### src/ffba_pkg.sv
// Shared types and constants for the first-fit block allocator.
// Depends on nothing; imported by every module of the block.
`timescale 1ns / 1ps
`default_nettype none

package ffba_pkg;

  localparam int DEF_MAX_BLOCKS = 16;
  localparam int DEF_POOL_BYTES = 65536;

  localparam int FUNC_W   = 2;
  localparam int ADDR_W   = 16;
  localparam int SIZE_W   = 17;
  localparam int STATUS_W = 2;

  typedef enum logic [FUNC_W-1:0] {
    OP_ALLOC = 2'd0,
    OP_FREE  = 2'd1,
    OP_CLEAR = 2'd2,
    OP_NONE  = 2'd3
  } op_t;

  typedef enum logic [STATUS_W-1:0] {
    ST_OK        = 2'd0,
    ST_NO_ROOM   = 2'd1,
    ST_NOT_FOUND = 2'd2
  } status_t;

  // Word travelling down the cell chain, one cell per cycle.
  typedef struct packed {
    logic              valid;
    op_t               func;
    logic [SIZE_W-1:0] size;
    logic [ADDR_W-1:0] addr;
    logic              found;
    logic [ADDR_W-1:0] hit_start;
    logic [SIZE_W-1:0] hit_len;
  } probe_t;

  // Broadcast update issued when a probe leaves the last cell.
  typedef struct packed {
    logic              append;
    logic              clear_all;
    logic [ADDR_W-1:0] start;
    logic [SIZE_W-1:0] length;
  } upd_t;

endpackage

`default_nettype wire

### src/first_fit_block_allocator.sv
// Top level of the first-fit block allocator: launch stage, cell chain, finish stage.
// Depends on ffba_pkg and ffba_cell.
`timescale 1ns / 1ps
`default_nettype none

// First-fit block allocator with a bump pointer.
//
// Command port: a word (func, req_size, free_addr) is taken at a rising edge
// where start is high and busy is low. busy rises at the next cycle and stays
// high while the word walks the chain of MAX_BLOCKS cells, one cell a cycle.
// Each cell holds one table entry; the first free entry that covers an
// allocate claims it, and every entry at a freed offset drops its mark.
// When the word leaves the last cell the finish stage decides the append,
// broadcasts the table update and registers the result.
//
// Result port: done is high for exactly one cycle, registered as the word
// leaves the last cell, with status, block_addr and block_len. busy is
// low in that same cycle, so a new word can be taken at its closing edge:
// one word at a time, the pace being set by the length of the cell chain.
// The receiver cannot stall; it must take each result as it comes.
//
// Reset (rst, synchronous): empties the table, zeroes the entry count and
// the bump top, and drops any word in flight. No clearing pass is needed.
module first_fit_block_allocator
  import ffba_pkg::*;
#(
  parameter int MAX_BLOCKS = DEF_MAX_BLOCKS,
  parameter int POOL_BYTES = DEF_POOL_BYTES
) (
  input  wire logic                clk,
  input  wire logic                rst,
  input  wire logic                start,
  output logic                     busy,
  input  wire logic [FUNC_W-1:0]   func,
  input  wire logic [SIZE_W-1:0]   req_size,
  input  wire logic [ADDR_W-1:0]   free_addr,
  output logic                     done,
  output logic [STATUS_W-1:0]      status,
  output logic [ADDR_W-1:0]        block_addr,
  output logic [SIZE_W-1:0]        block_len
);

  localparam int CW = $clog2(MAX_BLOCKS + 1);
  localparam int IW = (MAX_BLOCKS > 1) ? $clog2(MAX_BLOCKS) : 1;
  localparam int HW = $clog2(POOL_BYTES + 1);
  localparam int TW = ((HW > SIZE_W) ? HW : SIZE_W) + 1;

  logic [CW-1:0] count;
  logic [HW-1:0] heap_top;

  probe_t chain [MAX_BLOCKS+1];
  probe_t fin;
  upd_t   upd;

  logic                accept;
  logic                room;
  logic [STATUS_W-1:0] status_next;
  logic [ADDR_W-1:0]   addr_next;
  logic [SIZE_W-1:0]   len_next;
  logic [MAX_BLOCKS-1:0] upd_sel;

  assign accept = start && !busy;
  assign fin    = chain[MAX_BLOCKS];

  // Launch stage: capture the command word into the head of the chain.
  always_ff @(posedge clk) begin
    if (rst) begin
      chain[0].valid <= 1'b0;
    end else begin
      chain[0].valid <= accept;
    end
    if (accept) begin
      chain[0].func      <= op_t'(func);
      chain[0].size      <= req_size;
      chain[0].addr      <= free_addr;
      chain[0].found     <= 1'b0;
      chain[0].hit_start <= '0;
      chain[0].hit_len   <= '0;
    end
  end

  // Cell chain: one table entry per cell.
  for (genvar i = 0; i < MAX_BLOCKS; i++) begin : g_cell
    assign upd_sel[i] = (count[IW-1:0] == IW'(i));

    ffba_cell u_cell (
      .clk       (clk),
      .rst       (rst),
      .probe_in  (chain[i]),
      .probe_out (chain[i+1]),
      .upd       (upd),
      .upd_sel   (upd_sel[i])
    );
  end

  // Append needs a free table slot and enough pool left above the top.
  assign room = (count < CW'(MAX_BLOCKS)) && (heap_top < HW'(POOL_BYTES)) &&
                (TW'(fin.size) <= (TW'(POOL_BYTES) - TW'(heap_top)));

  // Finish stage: pick the result and the table update.
  always_comb begin
    status_next   = ST_OK;
    addr_next     = '0;
    len_next      = '0;
    upd.append    = 1'b0;
    upd.clear_all = 1'b0;
    upd.start     = ADDR_W'(heap_top);
    upd.length    = fin.size;
    unique case (fin.func)
      OP_ALLOC: begin
        if (fin.found) begin
          addr_next = fin.hit_start;
          len_next  = fin.hit_len;
        end else if (room) begin
          upd.append = fin.valid;
          addr_next  = ADDR_W'(heap_top);
          len_next   = fin.size;
        end else begin
          status_next = ST_NO_ROOM;
        end
      end
      OP_FREE: begin
        addr_next = fin.addr;
        if (fin.found) begin
          len_next = fin.hit_len;
        end else begin
          status_next = ST_NOT_FOUND;
        end
      end
      OP_CLEAR: begin
        upd.clear_all = fin.valid;
      end
      OP_NONE: begin
      end
      default: begin
      end
    endcase
  end

  // Control: busy, strobe, entry count and bump top.
  always_ff @(posedge clk) begin
    if (rst) begin
      busy     <= 1'b0;
      done     <= 1'b0;
      count    <= '0;
      heap_top <= '0;
    end else begin
      done <= fin.valid;
      if (accept) begin
        busy <= 1'b1;
      end else if (fin.valid) begin
        busy <= 1'b0;
      end
      if (upd.clear_all) begin
        count    <= '0;
        heap_top <= '0;
      end else if (upd.append) begin
        count    <= count + CW'(1);
        heap_top <= heap_top + HW'(fin.size);
      end
    end
  end

  // Result word: hold until the next finish.
  always_ff @(posedge clk) begin
    if (fin.valid) begin
      status     <= status_next;
      block_addr <= addr_next;
      block_len  <= len_next;
    end
  end

endmodule

`default_nettype wire

### src/ffba_cell.sv
// One table entry of the first-fit block allocator and its chain stage.
// Depends on ffba_pkg.
`timescale 1ns / 1ps
`default_nettype none

module ffba_cell
  import ffba_pkg::*;
(
  input  wire logic   clk,
  input  wire logic   rst,
  input  wire probe_t probe_in,
  output probe_t      probe_out,
  input  wire upd_t   upd,
  input  wire logic   upd_sel
);

  logic              live;
  logic              in_use;
  logic [ADDR_W-1:0] start;
  logic [SIZE_W-1:0] length;

  logic   alloc_hit;
  logic   free_hit;
  probe_t probe_next;

  assign alloc_hit = probe_in.valid && live && (probe_in.func == OP_ALLOC) &&
                     !in_use && !probe_in.found && (length >= probe_in.size);
  assign free_hit  = probe_in.valid && live && (probe_in.func == OP_FREE) &&
                     (start == probe_in.addr);

  always_comb begin
    probe_next = probe_in;
    if (alloc_hit) begin
      probe_next.found     = 1'b1;
      probe_next.hit_start = start;
      probe_next.hit_len   = length;
    end else if (free_hit && !probe_in.found) begin
      probe_next.found   = 1'b1;
      probe_next.hit_len = length;
    end
  end

  // Hand the word to the next cell; only the valid bit is reset.
  always_ff @(posedge clk) begin
    if (rst) begin
      probe_out.valid <= 1'b0;
    end else begin
      probe_out.valid <= probe_next.valid;
    end
    probe_out.func      <= probe_next.func;
    probe_out.size      <= probe_next.size;
    probe_out.addr      <= probe_next.addr;
    probe_out.found     <= probe_next.found;
    probe_out.hit_start <= probe_next.hit_start;
    probe_out.hit_len   <= probe_next.hit_len;
  end

  always_ff @(posedge clk) begin
    if (rst) begin
      live   <= 1'b0;
      in_use <= 1'b0;
    end else if (upd.clear_all) begin
      live   <= 1'b0;
      in_use <= 1'b0;
    end else if (upd.append && upd_sel) begin
      live   <= 1'b1;
      in_use <= 1'b1;
    end else if (alloc_hit) begin
      in_use <= 1'b1;
    end else if (free_hit) begin
      in_use <= 1'b0;
    end
  end

  always_ff @(posedge clk) begin
    if (upd.append && upd_sel) begin
      start  <= upd.start;
      length <= upd.length;
    end
  end

endmodule

`default_nettype wire

### config.mk
export PLATFORM = sky130hd
export DESIGN_NAME = first_fit_block_allocator
export DESIGN_NICKNAME = d
export VERILOG_FILES = /design/src/ffba_pkg.sv /design/src/first_fit_block_allocator.sv /design/src/ffba_cell.sv
export SDC_FILE = /design/constraint.sdc
export NUM_CORES = 2
export LEC_CHECK = 0
export ABC_AREA = 1
export ABC_CLOCK_PERIOD_IN_PS = 5400
export BUFFER_PORTS_ARGS = -buffer_cell sky130_fd_sc_hd__clkbuf_2
export CAP_MARGIN = 10
export CORE_MARGIN = 8
export CORE_UTILIZATION = 56
export DETAILED_ROUTE_END_ITERATION = 6
export PLACE_DENSITY = 0.75
export SYNTH_ARGS = -nofsm -noshare
export SYNTH_HDL_FRONTEND = slang
export SYNTH_SLANG_ARGS = --single-unit
### constraint.sdc
create_clock -name clk -period 5.4 [get_ports clk]
set_clock_uncertainty 0.1 [all_clocks]
set_input_delay 0.81 -clock clk [delete_from_list [all_inputs] [get_ports clk]]
set_output_delay 0.81 -clock clk [all_outputs]
set_load 0.01 [all_outputs]
==> reports/results.tsv <==
metric	value	unit
ios	75	
tns	0	ns
place_ws	0.917	ns
chipWidth	352	um
violations	DRC	
hold_buffers	0	
first_pass_iters	7	
fillers	8477	
h-tree-depth	4	
gp_congestion	0.921	
finalNetCount	6557	
ir_worst_vdd	0.307	mV
ys_warn_count	0	
hp-class	primary input to flip-flop	
power	26.5	mW
synth_cell_type_count	55	
setup_slack	0.751	ns
synthFlopType	dfxtp_1	
worstMarginPinSlew	0.960	ns
critPathKind	flip-flop to flip-flop	
synth_edf_count	598	
std_cell_rows	123	
p_leak	31.0	nW
area_growth	12.5	%
status	complete, but fails checks	
multiInputGateArea	18600	um^2
seq_area	41500	um^2
ant_nets	0	
antenna_found_initial	0	
final.period_utilization	86.1	%
seq_area_frac_synth	65.8	%
avgViaCountPerCell	5.07	
critPathCaptureType	flip-flop	
num_vias	39800	
cts_tree	yes	
min_delay_path_depth	1	
synth.cell_area	63100	um^2
cts.path.max_buffers	3	
drc	1	
fp.coreArea	112000	um^2
grt_pass1_wl	211	mm
root_buffer	clkbuf_16	
grt_max_degree	39	
relSlewSlack	35.9	%
drtIter0Drc	2675	
avgSynthCellArea	10.5	um^2
cp.required	5.69	ns
start_util	56.3	%
finalSetupViolCount	0	
crit_fanout	33	
grt_pass1_vias	40600	
holdPathEnd	chain[1154]	
rsz0062_at_grt	no	
async_flop_share	0	%
io_buffers	74	
ys_ff_latch	1775	
syn_nets	6352	
hpwl	97.9	mm
dieArea	124000	um^2
die_h	352	um
r2r_slack	0.75	ns
cts_setup_buffers	0	
drive_above_1_share	8.19	%
r2r-end	g_cell[15].u_cell.length[0]	
wl_per_cell	17.0	um
arrival	4.94	ns
cts.clk_slew.worst_paths	0.06	ns
placedCellCount	7540	
numCtsBuffers	165	
wl	134	mm
timing.hold.ws	0.114	ns
clk_latency	0.77	ns
cts-resized-gates	0	
drv_cap	0	
hold_viol	0	
cp-start-kind	flip-flop	
clock_sinks	1775	
instances_no_fill	7850	
gr-usage-all-layers	21.6	%
syn-instance-count	6002	
reg2regPathDepth	22	
fmax	0.215	GHz
period_minus_slack	4.65	ns
diodes	0	
timing.rr.start	heap_top[1]	
min_from	free_addr[0]	
drv_slew	0	
power_density	373	nW/um^2
grt-ovfl-total	0	
[registers in the layout, indices dropped and copies added (netlist names)]
signal / flops
g_cell.u_cell.length: 272
chain: 36
block_len: 17
heap_top: 17
g_cell.u_cell.in_use: 16
count: 5
busy: 1
done: 1
block_addr: 16
g_cell.u_cell.probe_out: 1120
g_cell.u_cell.start: 256
status: 2
g_cell.u_cell.live: 16
[worst max-delay path, stage by stage, from the launching register on]
cell	delay, ns
dfxtp_1	0.31
inv_1	0.15
ha_1	0.29
nand3_1	0.15
nor3_1	0.27
nand2_1	0.09
nor2_1	0.22
nand4_1	0.23
nor2_1	0.16
ha_1	0.13
inv_1	0.04
ha_1	0.27
nand3_1	0.07
inv_1	0.07
nand3_1	0.06
nor2_1	0.10
a21oi_1	0.05
nand2_2	0.16
nand3_4	0.46
nor2_2	0.25
nand2_1	0.12
inv_1	0.07
buf_4	0.43
[stage by stage]
stage / cell area [um^2] / utilization (%)
finish: 71000 / 63.3
CTS: 71000 / 63.3
global placement: 65500 / 58.4
global route: 71000 / 63.3
floorplan: 63100 / -
detailed placement: 65500 / 58.4
[cells in the mapped netlist (4+ instances only)]
cell      instances  area, um^2
a211oi_1          6        45.0
a21o_1           16         120
a21oi_1         181         906
a31oi_1           4        25.0
buf_2            44         220
buf_6             5        56.3
clkbuf_1         46         173
dfxtp_1        1177       23600
edfxtp_1        598       18000
ha_1            311        3890
inv_1           682        2560
inv_2            20        75.1
nand2_1        1620        6080
nand2_2          16         100
nand3_1         105         526
nand3b_1         16         120
nand4_1         142         888
nor2_1          269        1010
nor2_2            4        25.0
nor3_1           67         335
nor3_2           10         100
nor3b_1          15         113
nor3b_2           4        50.1
nor4_1           61         382
o21ai_0         293        1470
o21ai_1           8        40.0
o22ai_1           6        37.5
o31ai_1          10        75.1
or2_2            64         400
xnor2_1          90         788
xor2_1           79         692
[layer usage]
| metal | vias to the layer above | routed length, um | GRT usage, % |
|---|---|---|---|
| li1 | 20000 | - | - |
| met1 | 18300 | 54900 | 25.6 |
| met2 | 1164 | 66100 | 38.5 |
| met3 | 355 | 7160 | 3.67 |
| met4 | 0 | 5490 | 9.28 |
| met5 | - | 0 | 0 |
[layout by cell type, fill, tap and decap left out, types with 64 or more instances in the layout]
| master | count |
|---|---|
| nand4_1 | 142 |
| clkbuf_16 | 171 |
| dfxtp_1 | 1176 |
| a21oi_1 | 181 |
| o21ai_0 | 293 |
| or2_2 | 64 |
| xor2_1 | 79 |
| nand2_1 | 1620 |
| nor2_1 | 268 |
| edfxtp_1 | 598 |
| clkbuf_2 | 74 |
| xnor2_1 | 90 |
| ha_1 | 311 |
| inv_1 | 682 |
| nand3_1 | 105 |
[worst max path at each step]
stage,from,end,slack (ns)
2_1_floorplan,heap_top[1],g_cell[0].u_cell.length[0],-0.11
3_3_place_gp,heap_top[1],g_cell[15].u_cell.length[8],0.96
3_5_place_dp,heap_top[1],g_cell[15].u_cell.length[7],0.92
4_1_cts,heap_top[1],g_cell[15].u_cell.length[0],0.88
5_1_grt,heap_top[1],g_cell[15].u_cell.length[0],0.38
6_report,heap_top[1],g_cell[15].u_cell.length[0],0.75
[logic make-up (layout without fill, tap and decap cells)]
logic type,Yosys count,in the layout,synth area share [%]
and+or+nand+nor,2410,2410,16.3
adders and majority gates,312,312,6.19
xor gates and xnor gates,169,169,2.34
buffers and inverters,803,1151,4.93
DFF,1775,1775,65.8
AOI/OAI and AO/OA,533,533,4.42
[where the power goes]
group          internal [mW]  total [mW]  leakage [nW]  switching, mW
Combinational          0.256       0.702          13.1          0.446
Clock                   6.83        11.6          2.70           4.73
Sequential              14.0        14.2          15.1          0.179
[final cells by class]
type,count,area share (%)
repair buffers,137,1.19
flip-flops and latches,1775,58.5
multi-input cells,3424,26.2
well taps,1500,2.64
inverters,704,3.72
clock inverters,58,0.955
clock buffers,252,6.82
No activity file was read; power rests on OpenSTA's default activity.
